File: src/design/sefr_pkg.sv
package sefr_pkg;

	localparam int BYTE_W = 8;
	localparam int LEN_W  = 2;
	localparam int CNT_W  = 2;
	localparam int PH_W   = 3;
	localparam int IDX_W  = 1;

	// frame phase codes
	localparam logic [PH_W-1:0] PH_IDLE = 3'd0;
	localparam logic [PH_W-1:0] PH_CMD  = 3'd1;
	localparam logic [PH_W-1:0] PH_LEN  = 3'd2;
	localparam logic [PH_W-1:0] PH_BODY = 3'd3;
	localparam logic [PH_W-1:0] PH_END  = 3'd4;

	localparam logic [BYTE_W-1:0] MAX_PAYLOAD = 8'd2;

	// configuration register indexes and reset values
	localparam logic [IDX_W-1:0] REG_START_BYTE = 1'd0;
	localparam logic [IDX_W-1:0] REG_END_BYTE   = 1'd1;

	localparam logic [BYTE_W-1:0] START_BYTE_RST = 8'h7F;
	localparam logic [BYTE_W-1:0] END_BYTE_RST   = 8'h7E;

	typedef struct packed {
		logic [BYTE_W-1:0] start_byte;
		logic [BYTE_W-1:0] end_byte;
	} sefr_cfg_t;

	typedef struct packed {
		logic [BYTE_W-1:0] command;
		logic [LEN_W-1:0]  payload_len;
		logic [BYTE_W-1:0] payload0;
		logic [BYTE_W-1:0] payload1;
	} sefr_result_t;

endpackage

File: src/design/sefr_parser.sv
module sefr_parser import sefr_pkg::*; (
	input  logic              clk,
	input  logic              arst_n,
	input  logic              byte_en,
	input  logic [BYTE_W-1:0] byte_in,
	input  sefr_cfg_t         cfg,
	output logic              res_valid,
	output sefr_result_t      res
);

	logic [PH_W-1:0]   phase_q, phase_n;
	logic [CNT_W-1:0]  count_q, count_n;
	logic [BYTE_W-1:0] cmd_q, cmd_n;
	logic [LEN_W-1:0]  len_q, len_n;
	logic [BYTE_W-1:0] xor_q, xor_n;
	logic [BYTE_W-1:0] pay_q [2];
	logic [BYTE_W-1:0] chk_q;
	logic              pay_we, chk_we;

	always_comb begin
		phase_n   = phase_q;
		count_n   = count_q;
		cmd_n     = cmd_q;
		len_n     = len_q;
		xor_n     = xor_q;
		pay_we    = 1'b0;
		chk_we    = 1'b0;
		res_valid = 1'b0;
		if (byte_en) begin
			// start byte wins over any other position
			if (byte_in == cfg.start_byte) begin
				phase_n = PH_CMD;
			end else begin
				case (phase_q)
					PH_CMD: begin
						cmd_n   = byte_in;
						xor_n   = byte_in;
						phase_n = PH_LEN;
					end
					PH_LEN: begin
						if (byte_in > MAX_PAYLOAD) begin
							phase_n = PH_IDLE;
						end else begin
							len_n   = byte_in[LEN_W-1:0];
							xor_n   = xor_q ^ byte_in;
							count_n = '0;
							phase_n = PH_BODY;
						end
					end
					PH_BODY: begin
						if (count_q < len_q) begin
							pay_we = 1'b1;
							xor_n  = xor_q ^ byte_in;
						end else if (count_q == len_q) begin
							chk_we = 1'b1;
						end
						// trailing word sits one past the check word
						if ({1'b0, count_q} >= ({1'b0, len_q} + 3'd1)) begin
							phase_n = PH_END;
						end
						count_n = count_q + 2'd1;
					end
					PH_END: begin
						phase_n = PH_IDLE;
						if (byte_in == cfg.end_byte && xor_q == chk_q) begin
							res_valid = 1'b1;
						end
					end
					default: begin
						phase_n = PH_IDLE;
					end
				endcase
			end
		end
	end

	always_ff @(posedge clk or negedge arst_n) begin
		if (!arst_n) begin
			phase_q <= PH_IDLE;
			count_q <= '0;
			cmd_q   <= '0;
			len_q   <= '0;
			xor_q   <= '0;
		end else begin
			phase_q <= phase_n;
			count_q <= count_n;
			cmd_q   <= cmd_n;
			len_q   <= len_n;
			xor_q   <= xor_n;
		end
	end

	always_ff @(posedge clk) begin
		if (pay_we) begin
			pay_q[count_q[0]] <= byte_in;
		end
		if (chk_we) begin
			chk_q <= byte_in;
		end
	end

	always_comb begin
		res.command     = cmd_q;
		res.payload_len = len_q;
		res.payload0    = (len_q != 2'd0) ? pay_q[0] : '0;
		res.payload1    = (len_q == 2'd2) ? pay_q[1] : '0;
	end

endmodule

File: src/design/sof_eof_xor_frame_receiver.sv
// a frame result is registered in the result register once its end word, held in the input register, passes the parser
// throughput: one word per cycle, no bubbles, while in_stall is low; the parser is a single stage
// between the input register and the result register
// the input register stalls only while a result is held by a stalled output
// reset (arst_n low, asynchronous): parser idle, no result pending,
// start_byte = 0x7f, end_byte = 0x7e
module sof_eof_xor_frame_receiver import sefr_pkg::*; (
	input  logic              clk,
	input  logic              arst_n,
	input  logic              in_valid,
	output logic              in_stall,
	input  logic [BYTE_W-1:0] rx_byte,
	input  logic              cfg_wr_en,
	input  logic [IDX_W-1:0]  cfg_index,
	input  logic [BYTE_W-1:0] cfg_wdata,
	output logic              out_valid,
	input  logic              out_stall,
	output logic [BYTE_W-1:0] command,
	output logic [LEN_W-1:0]  payload_len,
	output logic [BYTE_W-1:0] payload0,
	output logic [BYTE_W-1:0] payload1
);

	sefr_cfg_t         cfg_q;
	logic              valid_s1;
	logic [BYTE_W-1:0] byte_s1;
	logic              out_valid_q;
	sefr_result_t      out_q;
	logic              out_free;
	logic              proc_en;
	logic              res_valid;
	sefr_result_t      res;

	assign out_free = !out_valid_q || !out_stall;
	assign proc_en  = valid_s1 && out_free;
	assign in_stall = valid_s1 && !out_free;

	always_ff @(posedge clk or negedge arst_n) begin
		if (!arst_n) begin
			cfg_q.start_byte <= START_BYTE_RST;
			cfg_q.end_byte   <= END_BYTE_RST;
		end else if (cfg_wr_en) begin
			case (cfg_index)
				REG_START_BYTE: cfg_q.start_byte <= cfg_wdata;
				REG_END_BYTE:   cfg_q.end_byte   <= cfg_wdata;
				default:        cfg_q            <= cfg_q;
			endcase
		end
	end

	// input register
	always_ff @(posedge clk or negedge arst_n) begin
		if (!arst_n) begin
			valid_s1 <= 1'b0;
		end else if (!in_stall) begin
			valid_s1 <= in_valid;
		end
	end

	always_ff @(posedge clk) begin
		if (!in_stall && in_valid) begin
			byte_s1 <= rx_byte;
		end
	end

	sefr_parser u_parser (
		.clk       (clk),
		.arst_n    (arst_n),
		.byte_en   (proc_en),
		.byte_in   (byte_s1),
		.cfg       (cfg_q),
		.res_valid (res_valid),
		.res       (res)
	);

	// result register
	always_ff @(posedge clk or negedge arst_n) begin
		if (!arst_n) begin
			out_valid_q <= 1'b0;
		end else if (out_free) begin
			out_valid_q <= proc_en && res_valid;
		end
	end

	always_ff @(posedge clk) begin
		if (out_free && proc_en && res_valid) begin
			out_q <= res;
		end
	end

	assign out_valid   = out_valid_q;
	assign command     = out_q.command;
	assign payload_len = out_q.payload_len;
	assign payload0    = out_q.payload0;
	assign payload1    = out_q.payload1;

endmodule

File: config.mk
export PLATFORM = sky130hd
export DESIGN_NAME = sof_eof_xor_frame_receiver
export DESIGN_NICKNAME = d
export VERILOG_FILES = /design/src/design/sefr_pkg.sv /design/src/design/sefr_parser.sv /design/src/design/sof_eof_xor_frame_receiver.sv
export SDC_FILE = /design/constraint.sdc
export NUM_CORES = 1
export LEC_CHECK = 0
export BUFFER_PORTS_ARGS = -buffer_cell sky130_fd_sc_hd__buf_2
export CORE_MARGIN = 2
export CORE_UTILIZATION = 44
export CTS_CLUSTER_SIZE = 40
export DETAILED_ROUTE_END_ITERATION = 6
export PLACE_DENSITY = 0.65
export SLEW_MARGIN = 0
export SYNTH_ARGS = -nofsm -noshare
export SYNTH_HDL_FRONTEND = slang
export SYNTH_HIERARCHICAL = 1
export SYNTH_SLANG_ARGS = --single-unit
File: constraint.sdc
create_clock -name clk -period 2.91 [get_ports clk]
set_input_delay 0.1455 -clock clk [delete_from_list [all_inputs] [get_ports clk]]
set_output_delay 0.1455 -clock clk [all_outputs]
set_load 0.01 [all_outputs]
# Yosys cells after proc, flatten, opt, wreduce, memory -nomap -nowiden
# Memories as Yosys holds them, arrays and structs flattened. A register that Yosys moved wholly into a read port is not among the register bits.
# Cells that the tools add are included.
dict set report totals {
  reg_bits 67
  ramBits 16
  out_inout_bits 28
  mem_count 1
}
dict set report classes {
  add_sub_neg 2
  magnitude_cmp 3
  eq_ne 12
  mux 24
  bitwise 4
  reduce_logical 24
}
# name words word_bits rd rd_clocked_by_memory_dff write_ports line
set memory_table {}
lappend memory_table {u_parser.pay_q 2 8 2 2 1 sefr_parser.sv:16} ;# logic [BYTE_W-1:0] pay_q [2];
# op n
set ops {}
lappend ops {{$eq 8x8->1} 3}
lappend ops {{$pmux 8 s3} 1}
lappend ops {{$mux 8} 2}
lappend ops {{$mux 1} 15}
lappend ops {{$pmux 3 s3} 1}
lappend ops {{$gt 8x2->1 const B} 1}
lappend ops {{$reduce_and 4->1} 2}
lappend ops {{$xor 8x8->8} 1}
lappend ops {{$logic_and 1x1->1} 7}
lappend ops {{$eq 3x2->1 const B} 2}
lappend ops {{$logic_not 1->1} 6}
lappend ops {{$mux 3} 2}
lappend ops {{$reduce_and 2->1} 3}
lappend ops {{$reduce_and 5->1} 1}
lappend ops {{$mux 2} 2}
lappend ops {{$pmux 2 s2} 1}
lappend ops {{$reduce_bool 2->1} 2}
lappend ops {{$add 2x1->3 const B} 1}
lappend ops {{$eq 3x1->1 const B} 1}
lappend ops {{$eq 3x3->1 const B} 1}
lappend ops {{$ge 2x3->1} 1}
lappend ops {{$ne 3x1->1 const B} 1}
lappend ops {{$not 1->1} 3}
lappend ops {{$reduce_and 3->1} 1}
lappend ops {{8 further kinds} 8}

# Logic depth before layout (Yosys ltp)
# Gate-level depths: netlist of the first run.
dict set report logic_depth {
  ltp_word 7
  mapped_depth 8
  mapped_depth_nobuf 8
}

# Cells and area by module
# The synthesis of the first run kept the hierarchy.
# module n_inst cells_each area_each_um2 seq_area_each_um2
set modules_own_cells {}
lappend modules_own_cells {sefr_parser 1 192 2409.8 1296.2}
lappend modules_own_cells {sof_eof_xor_frame_receiver 1 80 1773.0 1487.7}

# Worst setup path before layout of the first run
# OpenSTA, ideal clock, no wires.
dict set report synth_path {
  path_kind {reg2reg}
  from {reg byte_s1[0]}
  to {reg out_q (netlist bit command[0]) (enable)}
  setup_ns 0.418
  arrival_time_ns 2.550
  slack_ns -0.058
  path_stages_with_launch 8
  n_path_buf 1
  period_less_slack_ns 2.968
  cell_sequence {edfxtp_1 clkbuf_1 xnor2_1 nand4_1 o21ai_2 nor3_1 nand2_1 a21oi_1}
}
dict set report synth_between {
  elab_chain_len 7
  elab_cells_between_ends 8
  classes_between {2 x eq/ne; 4 x mux; 2 x reduce/logical}
}
# element line
set synth_lines {}
lappend synth_lines {{start, declared} sof_eof_xor_frame_receiver.sv:26} ;# logic [BYTE_W-1:0] byte_s1;
lappend synth_lines {{start signal, assigned} sof_eof_xor_frame_receiver.sv:62} ;# byte_s1 <= rx_byte;
lappend synth_lines {{$eq 8x8->1} sefr_parser.sv:65} ;# if (byte_in == cfg.end_byte && xor_q == chk_q) begin
lappend synth_lines {{$logic_and 1x1->1} sefr_parser.sv:65}
lappend synth_lines {{$mux 1} sefr_parser.sv:65}
lappend synth_lines {{$mux 1} sefr_parser.sv:34} ;# case (phase_q)
lappend synth_lines {{$mux 1 *} sefr_parser.sv:31} ;# if (byte_in == cfg.start_byte) begin
lappend synth_lines {{$mux 1 *} sefr_parser.sv:29} ;# if (byte_en) begin
lappend synth_lines {{via res_valid} sof_eof_xor_frame_receiver.sv:31} ;# logic res_valid;
lappend synth_lines {{$logic_and 1x1->1 *} sof_eof_xor_frame_receiver.sv:86} ;# if (out_free && proc_en && res_valid) begin
lappend synth_lines {{end signal, assigned} sof_eof_xor_frame_receiver.sv:87} ;# out_q <= res;
lappend synth_lines {{end, declared} sof_eof_xor_frame_receiver.sv:28} ;# sefr_result_t out_q;
# The timed path passes the listed nets; every way through them passes the cells marked *.
# A chain may end at the register's enable or synchronous reset.

# Worst setup path after layout of the first run
dict set report layout_path {
  from {reg byte_s1[3]}
  to {reg u_parser.xor_q[5]}
}
dict set report layout_between {
  elab_chain_len 3
  elab_cells_between_ends 5
  classes_between {1 x order compare; 2 x eq/ne; 1 x bitwise; 1 x reduce/logical}
}
# element line
set layout_lines {}
lappend layout_lines {{$gt 8x2->1 or $eq 8x8->1 (tied branches)} {sefr_parser.sv:41, sefr_parser.sv:31}}
lappend layout_lines {{$ne 2x2->1 (no source line) or $not 1->1 (tied branches)} --}
lappend layout_lines {{$reduce_and 5->1 (no source line) *} --}
lappend layout_lines {{end signal, assigned} sefr_parser.sv:89} ;# xor_q <= xor_n;
lappend layout_lines {{end, declared} sefr_parser.sv:15} ;# logic [BYTE_W-1:0] xor_q, xor_n;
# Every way passes the cells marked *; elsewhere a longest branch is shown, timed or not.

==> impl_results.md, run 1 <==
* Crit path from: byte_s1[3]
* Routed WL at 7.04 mm
* Total negative setup slack at 0 ns
* Required time reported for the critical path endpoint at 3.18 ns
* Buffer depth of the longest clock path at 2
* Final Non-Filler Cells at 481
* Depth of the CTS H-tree at 3
* Outcome: finished, final reports clean
* Time the final worst path needs with I/O delays and setup at 2.54 ns
* Number of clock sinks at 99
* Maximum clock skew at final layout at 0.0116 ns
* Pin count of the biggest net entering global routing at 42
* Final Max Tran Viols at 0
* Number of instances in the placed design at 455
* Worst setup slack before clock tree synthesis at 0.356 ns
* Maximum clock rate at 393 MHz
* Worst skew pair latency at 0.36 ns
* Hold path cells at 2
* Wire length per cell at 14.6 µm
* Worst R2R Setup Slack at 0.37 ns
* Number of buffer and inverter instances along the worst setup path at 0
* Worst r2r src: byte_s1[3]
* Max-capacitance violation count at 0
* Setup Crit Path Kind: flop to flop
* Mapped cell area at 0.00418 mm²
* Total non-filler cell area in the finished layout at 0.00494 mm²
* Clock tree from TritonCTS: done
* Total of buffers placed on input and output ports at 49
* Total inserted antenna cells at 0
* Post-synthesis sequential element count at 99
* Total iterations of the first detailed-routing run at 4
* Number of primary I/O pins at 50
* Startpoint of the worst hold path: cfg_wdata[3]
* Die boundary height at 102 µm
* Post-route fraction of the period consumed by the critical path at 87.4%
* Number of rows in the core area at 35
* Worst min-delay path class: input pin to flop
* Cell with the biggest individual delay on the critical path: or4_1
* Core Footprint at 0.00924 mm²
* Initial DRC Count at 83
* Number of warnings reported in the yosys synthesis log at 6
* Most frequent standard cell in the layout excluding fill and tap cells: edfxtp_1
* Residual overflow from global routing at 0
* Ratio of cells with drive above 1 in the final layout at 35.8%
* Weighted congestion at the end of routability-driven global placement at 0.788
* Die extent in x at 102 µm
* Element type at the critical path end: flop
* Flip-flop cell with the highest count after synthesis: edfxtp_1
* Area occupied by registers at 0.00278 mm²
* Worst slew margin relative to its limit at 38.4%
* Count of unresolved DRC violations after routing at 0
* Pwr per Cell Area at 645 mW/mm²
* EDFF count, synth at 58
* Leakage at 1.98 nW
* Number of nets with antenna violations after routing at 0
* Cell area after placement at 0.00463 mm²
* Clock Root Buffer: clkbuf_8
* Via count at 2338
* Final setup violation count at 0
* Slowest Stage Delay on Critical Path at 0.59 ns
* Cell-by-cell listing of the critical path: or4_1 -> or4_4 -> a21boi_4 -> or2_0 -> a221oi_2
* Transition time at the pin with the least slew margin at 0.925 ns
* Final layout net count at 376
* Top cell family by delay on the critical path: simple AND/OR/NAND/NOR gates
* Post-synth top area share at 41.6%
* Commonest non-fill, non-tap cells in the layout: edfxtp_1, buf_2, dfrtp_1, and2_1
* Clock slew at the register clock pins of the worst setup and hold paths at 0.11 ns
* Count of mapped cells out of synthesis at 272
* Worst IR drop on VDD at 0.000328 V
* Worst R2R Path Depth at 5
* Net count of the mapped netlist at 301
* Number of global-route vias before repair at 2229
* Global-route wire length before repair at 11.4 mm
* Number of antenna violations at the first check in global routing at 0
* Crit path launch type: flop
* Area used by multi-input combinational logic at 0.00132 mm²
* Cell type contributing the most total cell area after synthesis: edfxtp_1
* Post-synth cell types at 44
* Hold Buf Count CTS at 10
* Area growth from synthesis to layout at 18.0%
* Worst hold endpoint: cfg_q[11]
* Layout filler cell count at 780
* Largest cells by area after synthesis: edfxtp_1, dfrtp_1, dfstp_2, mux2_2, a221oi_2
* Synth Area per Inst at 15.4 µm²
* Full die area at 0.0103 mm²
* Via count normalized by instance count at 4.86
* Async S/R FF share, synth at 41.4%
* Detail Placement HPWL at 5.02 mm
* Arr. time, crit path at 2.81 ns
* Setup slack after layout at 0.367 ns
* Number of buffers created by CTS at 9
* Final Hold Violating Endpoints at 0
* Highest net fanout along the worst path at 8
* Number of setup buffers added after CTS at 0
* Worst flop-to-flop path endpoint: u_parser/xor_q[5]
* Count of cells resized by post-cts repair at 0
* Initial standard-cell utilization of the core at 45.3%
* Portion of the post-synthesis area used by sequential elements at 66.6%
* Global-route total usage across every layer at 14.8%
* Setup repair after global routing missed its margin: false
-- stage by stage --
stage / power (mW) / util (%) / hold slack [ns]
detailed placement: 2.34 / 50.2 / 0.325
global placement: 2.32 / 50.2 / 0.329
CTS: 3.21 / 53.4 / 0.00408
finish: 3.18 / 53.4 / 0.0161
global route: 3.35 / 53.4 / 0.0189
floorplan: 2.19 / - / -0.150
-- state kept, by name (all words and copies together) (netlist names), 2 cells and up --
register and flops:
cfg_q 16, u_parser/pay_q 16, byte_s1 8, command 8, payload0 8, payload1 8, u_parser/chk_q 8, u_parser/cmd_q 8
u_parser/xor_q 8, u_parser/phase_q 3, payload_len 2, u_parser/count_q 2, u_parser/len_q 2
-- cells in the mapped netlist, types with 5 or more instances --
cell type   n
dfrtp_1    28
xnor2_1    11
nor2_1      5
a221oi_2    8
nor2b_1     9
and2_1     18
mux2_2     14
edfxtp_1   58
nor4_1      5
a21oi_1    10
inv_1      14
mux2_4      8
xor2_1     13
ha_1        7
dfstp_2    13
-- worst max-delay path by stage --
| stage | to | cells past startpoint |
|---|---|---|
| floorplan | u_parser/chk_q[0] | 6 |
| global placement | u_parser/xor_q[2] | 5 |
| detailed placement | u_parser/xor_q[3] | 5 |
| CTS | u_parser/xor_q[5] | 5 |
| global route | u_parser/xor_q[3] | 5 |
| finish | u_parser/xor_q[5] | 5 |
-- per-layer routing --
layer | GRT usage, % | routed length (µm)
met4 | 5.93 | 138
met5 | 0 | 0
met2 | 23.3 | 3270
met3 | 2.69 | 258
met1 | 20.2 | 3370
-- logic make-up after synthesis --
logic type               Yosys count  share of synthesized area, %
multiplexers                      26                          7.72
AND/OR/NAND/NOR                   62                          9.39
adder cells (fa/ha/maj)            7                          2.09
XOR/XNOR                          24                          5.03
buffers and inverters             19                          2.06
flip-flops                        99                          66.6
AO/OA/AOI/OAI                     35                          7.15
-- power breakdown --
group / switching [mW] / leakage (nW) / internal [mW]
sequential: 0.129 / 1.04 / 1.68
clock: 0.521 / 0.100 / 0.345
combinational: 0.245 / 0.840 / 0.263
total: 0.894 / 1.98 / 2.29
-- cell type report --
cell class	instances	area share, %
well taps	129	3.27
flip-flops and latches	99	56.4
multi-input cells	154	26.7
inverters	14	1.06
clock buffers	9	2.51
clock inverters	7	1.57
repair buffers	69	8.52
No activity file was read; power rests on OpenSTA's default activity.
==> inputs of run 2 (changes only) <==
--- a/constraint.sdc
+++ b/constraint.sdc
@@ -3,2 +3,2 @@
 set_output_delay 0.1455 -clock clk [all_outputs]
-set_load 0.01 [all_outputs]
+set_load 0.1 [all_outputs]
==> run 2 against run 1 <==
  * First-iteration DRC count rose by 28%
  * Worst setup slack got worse by 0.011 ns
  * Wire length increased by 2.6%
  * Non-clock buffer count rose by 1
  * Sequential power hardly changed
  * Fmax fell by 0.42%
  * Sequential share of layout area shrank 0.071 points
  * Global-route usage rose by 0.41 points
  * Power decreased by 0.52%
  * Combinational power rose by 2%
  * Critical path depth is the same
  * Core utilization rose by 0.068 points
  * Highest routed layer unchanged
==> impl_results.md, run 2 (same netlist as run 1, synthesis figures left out) <==
* Setup repair after global routing missed its margin: false
* Clock tree from TritonCTS: done
* Final Hold Violating Endpoints at 0
* Number of buffer and inverter instances along the worst setup path at 0
* Global-route total usage across every layer at 15.2%
* Crit path from: byte_s1[3]
* Wire length per cell at 15.0 µm
* Depth of the CTS H-tree at 3
* Count of unresolved DRC violations after routing at 0
* Detail Placement HPWL at 4.98 mm
* Required time reported for the critical path endpoint at 3.18 ns
* Total inserted antenna cells at 0
* Wire length on met1 at 3.28 mm
* Top layer reached by signal wires: met4
* Maximum clock skew at final layout at 0.0140 ns
* Max-capacitance violation count at 0
* Most frequent standard cell in the layout excluding fill and tap cells: edfxtp_1
* Wire length on met3 at 372 µm
* Full die area at 0.0103 mm²
* Setup Crit Path Kind: flop to flop
* Pin count of the biggest net entering global routing at 42
* Worst min-delay path class: input pin to flop
* Number of setup buffers added after CTS at 0
* Worst hold margin at 0.0174 ns
* Number of buffers created by CTS at 9
* Number of clock sinks at 99
* Startpoint of the worst hold path: cfg_wdata[7]
* Cell with the biggest individual delay on the critical path: or4_1
* Levels on crit path at 5
* Worst skew pair latency at 0.37 ns
* Total iterations of the first detailed-routing run at 4
* Routed WL at 7.22 mm
* Total negative setup slack at 0 ns
* Top cell family by delay on the critical path: simple AND/OR/NAND/NOR gates
* Final Max Tran Viols at 0
* Core Footprint at 0.00924 mm²
* Cell-by-cell listing of the critical path: or4_1 -> or4_4 -> a21boi_4 -> or2_0 -> a221oi_2
* Leakage at 1.99 nW
* Final setup violation count at 0
* Clock Root Buffer: clkbuf_8
* Worst slew margin relative to its limit at 39.0%
* Post-route fraction of the period consumed by the critical path at 87.7%
* Pwr per Cell Area at 640 mW/mm²
* Hold Buf Count CTS at 10
* Number of antenna violations at the first check in global routing at 0
* Weighted congestion at the end of routability-driven global placement at 0.806
* Global-route wire length before repair at 11.7 mm
* Final layout net count at 377
* Number of global-route vias before repair at 2255
* Ratio of cells with drive above 1 in the final layout at 36.3%
* Worst R2R Path Depth at 5
* Via count normalized by instance count at 4.85
* Number of rows in the core area at 35
* Time the final worst path needs with I/O delays and setup at 2.55 ns
* Residual overflow from global routing at 0
* Crit path launch type: flop
* Worst hold endpoint: cfg_q[15]
* Die boundary height at 102 µm
* Worst r2r src: byte_s1[3]
* Die extent in x at 102 µm
* Total length of routed met2 wires at 3.51 mm
* Via count at 2340
* Highest net fanout along the worst path at 8
* Arr. time, crit path at 2.82 ns
* Number of nets with antenna violations after routing at 0
* Element type at the critical path end: flop
* Number of primary I/O pins at 50
* Count of cells resized by post-cts repair at 0
* Transition time at the pin with the least slew margin at 0.915 ns
* Worst R2R Setup Slack at 0.36 ns
* Final cell utilization of the core at 53.5%
* Total Power Consumption at 3.17 mW
* Buffer depth of the longest clock path at 2
* Area growth from synthesis to layout at 18.2%
* Worst IR drop on VDD at 0.000287 V
* Clock slew at the register clock pins of the worst setup and hold paths at 0.10 ns
* Initial standard-cell utilization of the core at 45.3%
* Hold path cells at 2
* Worst flop-to-flop path endpoint: u_parser/xor_q[4]
* Total of buffers placed on input and output ports at 49
* Slowest Stage Delay on Critical Path at 0.59 ns
* Outcome: finished, final reports clean
* Maximum clock rate at 392 MHz
* Initial DRC Count at 106
* Commonest non-fill, non-tap cells in the layout: edfxtp_1, buf_2, dfrtp_1, and2_1
[run 2: cell types whose count changed in the layout (fill, tap and decap cells not counted), sizes merged]
cell,change
buf,+1
clkbuf,+1
clkinv,+1
inv,-2
[run 2: routing by layer]
layer  vias up  GRT usage, %
li1       1138             -
met1      1127          20.0
met2        67          24.9
met3         8          3.80
met4         0          4.68
met5         -             0
[run 2: area by class of cell]
type,count,area [µm²]
fillers,791,4300
flip-flops and latches,99,2780
multi-input cells,154,1320
repair buffers,70,428
well taps,129,161
clock buffers,10,138
clock inverters,6,56.3
inverters,14,52.6
[run 2: worst max-delay path by stage]
stage	to	slack (ns)
2_1_floorplan	u_parser/pay_q[1][0]	0.08
3_3_place_gp	u_parser/xor_q[4]	0.41
3_5_place_dp	u_parser/xor_q[3]	0.36
4_1_cts	u_parser/xor_q[4]	0.35
5_1_grt	u_parser/xor_q[4]	0.28
6_report	u_parser/xor_q[4]	0.36
[run 2: worst reg2reg max path, cell delays in order (launching register included)]
cell      delay, ns
edfxtp_1       0.40
or4_1          0.59
or4_4          0.46
a21boi_4       0.17
or2_0          0.47
a221oi_2       0.38
[run 2: per-stage QoR]
| stage | instance area (µm²) | setup WS [ns] | cells |
|---|---|---|---|
| finish | 4940 | 0.357 | 482 |
| global route | 4940 | 0.278 | 482 |
| detailed placement | 4650 | 0.361 | 456 |
| global placement | 4650 | 0.408 | 456 |
| CTS | 4940 | 0.347 | 482 |
| floorplan | 4190 | 0.0845 | 272 |
[run 2: where the power goes]
group / switching (mW) / internal (mW) / leakage [nW]
logic: 0.249 / 0.267 / 0.847
clock network: 0.493 / 0.352 / 0.0969
registers: 0.124 / 1.68 / 1.04
==> inputs of run 3 (changes only) <==
RECOVER_POWER = 25   (was unset)
SYNTH_HIERARCHICAL = unset   (was 1)
==> run 3 against run 2 <==
  * Final cell count grew 0.41%
  * Worst setup slack gained 0.17 ns
  * Via count grew 7.5%
  * Hold slack gained 0.0077 ns
  * Power shrank 16%
  * Die area shrank 0.15%
  * Global-route usage grew 1.0 points
==> impl_results.md, run 3 <==
* Outcome: finished, final reports clean
* Setup Crit Path Kind: flop to flop
* Final layout net count at 379
* Number of rows in the core area at 35
* Via count normalized by instance count at 5.20
* Commonest cells post-synth: edfxtp_1, dfrtp_1, mux2_2, xnor2_1
* Post-synthesis sequential element count at 99
* Leakage at 1.90 nW
* Most frequent standard cell in the layout excluding fill and tap cells: edfxtp_1
* Transition time at the pin with the least slew margin at 0.913 ns
* Wire length per cell at 15.6 µm
* Layout filler cell count at 784
* Portion of the post-synthesis area used by sequential elements at 66.7%
* Met1 Use GR at 21.7%
* Final Hold Violating Endpoints at 0
* Met3 track demand over resource in global routing at 3.52%
* Total iterations of the first detailed-routing run at 4
* Number of global-route vias before repair at 2539
* Number of buffers created by CTS at 9
* Worst IR drop on VDD at 0.000327 V
* Largest cells by area after synthesis: edfxtp_1, dfrtp_1, dfstp_2, mux2_2, xnor2_1
* Most repeated cell in the gate-level netlist after synthesis: edfxtp_1
* Die boundary height at 101 µm
* Die extent in x at 101 µm
* Buffer depth of the longest clock path at 2
* Total of buffers placed on input and output ports at 49
* Routed WL at 7.54 mm
* Maximum clock rate at 419 MHz
* Levels on crit path at 6
* Initial DRC Count at 185
* Time the final worst path needs with I/O delays and setup at 2.38 ns
* Element type at the critical path end: flop
* Full die area at 0.0103 mm²
* Synth Area per Inst at 14.8 µm²
* Busiest layer in global routing: met2
* Number of antenna violations at the first check in global routing at 0
* Global-route wire length before repair at 12.6 mm
* Met2 demand-to-capacity share in global routing at 26.6%
* Residual overflow from global routing at 0
* Arr. time, crit path at 2.45 ns
* Worst min-delay path class: input pin to flop
* Clock slew at the register clock pins of the worst setup and hold paths at 0.10 ns
* Net count of the mapped netlist at 312
* Mapped cell area at 0.00418 mm²
* Max-capacitance violation count at 0
* Worst setup slack before clock tree synthesis at 0.540 ns
* Crit-path most repeated cell: nand4_1
* Flip-flop cell with the highest count after synthesis: edfxtp_1
* Cell-by-cell listing of the critical path: xnor2_1 -> nand4_1 -> or2_2 -> nand4_1 -> nor4b_1 -> buf_4
* Hold path cells at 2
* Depth of the CTS H-tree at 3
* Number of buffer and inverter instances along the worst setup path at 1
* Number of clock sinks at 99
* Top cell family by delay on the critical path: simple AND/OR/NAND/NOR gates
* Post-route fraction of the period consumed by the critical path at 81.9%
* Post-synth top area share at 41.7%
* Post-synth cell types at 43
* Total inserted antenna cells at 0
* Worst hold margin at 0.0251 ns
* Weighted congestion at the end of routability-driven global placement at 0.913
* Setup repair after global routing missed its margin: false
* Commonest non-fill, non-tap cells in the layout: edfxtp_1, buf_2, dfrtp_1, mux2_2, xnor2_1
* EDFF count, synth at 58
* Cell with the biggest individual delay on the critical path: edfxtp_1
* Count of mapped cells out of synthesis at 283
* Core Footprint at 0.00924 mm²
* Count of unresolved DRC violations after routing at 0
* Via count at 2515
* Required time reported for the critical path endpoint at 2.98 ns
* Slowest Stage Delay on Critical Path at 0.61 ns
* Detail Placement HPWL at 5.25 mm
* Number of warnings reported in the yosys synthesis log at 0
* Clock tree from TritonCTS: done
* Global-route total usage across every layer at 16.2%
* Setup slack after layout at 0.525 ns
* Hold Buf Count CTS at 10
* Worst R2R Path Depth at 6
* Worst skew pair latency at 0.36 ns
* Final setup violation count at 0
* Number of setup buffers added after CTS at 0
* Worst slew margin relative to its limit at 39.1%
* Maximum clock skew at final layout at 0.0122 ns
* Total Power Consumption at 2.65 mW
* Area growth from synthesis to layout at 17.0%
* Async S/R FF share, synth at 41.4%
* Ratio of cells with drive above 1 in the final layout at 31.5%
* Cell type contributing the most total cell area after synthesis: edfxtp_1
* Pwr per Cell Area at 543 mW/mm²
* Pin count of the biggest net entering global routing at 42
* Initial standard-cell utilization of the core at 45.2%
* Highest net fanout along the worst path at 10
* Total negative setup slack at 0 ns
* Clock Root Buffer: clkbuf_8
* Number of nets with antenna violations after routing at 0
* Number of primary I/O pins at 50
* Final Max Tran Viols at 0
* Crit path launch type: flop
* Count of cells resized by post-cts repair at 0
[run 3: metal layers]
metal | share of wire, % | wire [µm] | vias up
li1 | - | - | 1193
met1 | 46 | 3440 | 1232
met2 | 49 | 3670 | 83
met3 | 4.8 | 361 | 7
met4 | 0.89 | 67 | 0
met5 | 0 | 0 | -
[run 3: final timing paths]
kind	end	from	slack, ns
worst max-delay path	u_parser.chk_q[1]	byte_s1[7]	0.53
worst min-delay path	cfg_q[0]	cfg_wdata[0]	0.03
worst max register to register	u_parser.chk_q[1]	byte_s1[7]	0.53
worst min register to register	command[5]	u_parser.cmd_q[5]	0.45
max in group asynchronous	u_parser.count_q[1]	arst_n	1.89
min in group asynchronous	u_parser.xor_q[1]	arst_n	0.46
[run 3: report_power, final]
group | leakage (nW) | switching (mW) | internal [mW] | total (mW)
Clock | 0.103 | 0.516 | 0.342 | 0.858
Combinational | 0.706 | 0.0761 | 0.101 | 0.177
Sequential | 1.09 | 0.0590 | 1.56 | 1.62
Total | 1.90 | 0.651 | 2.00 | 2.65
[run 3: cell families (layout without fill, tap and decap cells)]
logic type	Yosys count	count (layout)	synth area share (%)
flip-flops	99	99	66.7
AND/OR/NAND/NOR	69	69	9.65
AO/OA/AOI/OAI	43	43	7.76
multiplexers	26	26	7.01
XOR/XNOR	24	24	5.03
buffers and inverters	15	87	1.80
adder cells (fa/ha/maj)	7	7	2.10
[run 3: layout make-up]
type	count	area (µm²)	share of cell area [%]
Clock buffer	9	124	2.54
Tap cell	129	161	3.30
Sequential cell	99	2780	57.0
Clock inverter	7	76.3	1.56
Inverter	5	18.8	0.384
Timing Repair Buffer	66	393	8.04
Multi-Input combinational cell	169	1330	27.2
[run 3: worst register-to-register path, cell delays in order (launching register included)]
cell	delay [ns]
edfxtp_1	0.61
xnor2_1	0.23
nand4_1	0.22
or2_2	0.27
nand4_1	0.15
nor4b_1	0.37
buf_4	0.24
[run 3: metrics by stage]
step,cells,util (%),cell area (µm²)
final,484,52.9,4890
after global routing,484,52.9,4890
after detailed placement,458,49.7,4590
after floorplan,283,-,4180
after CTS,484,52.9,4890
after global placement,458,49.7,4590
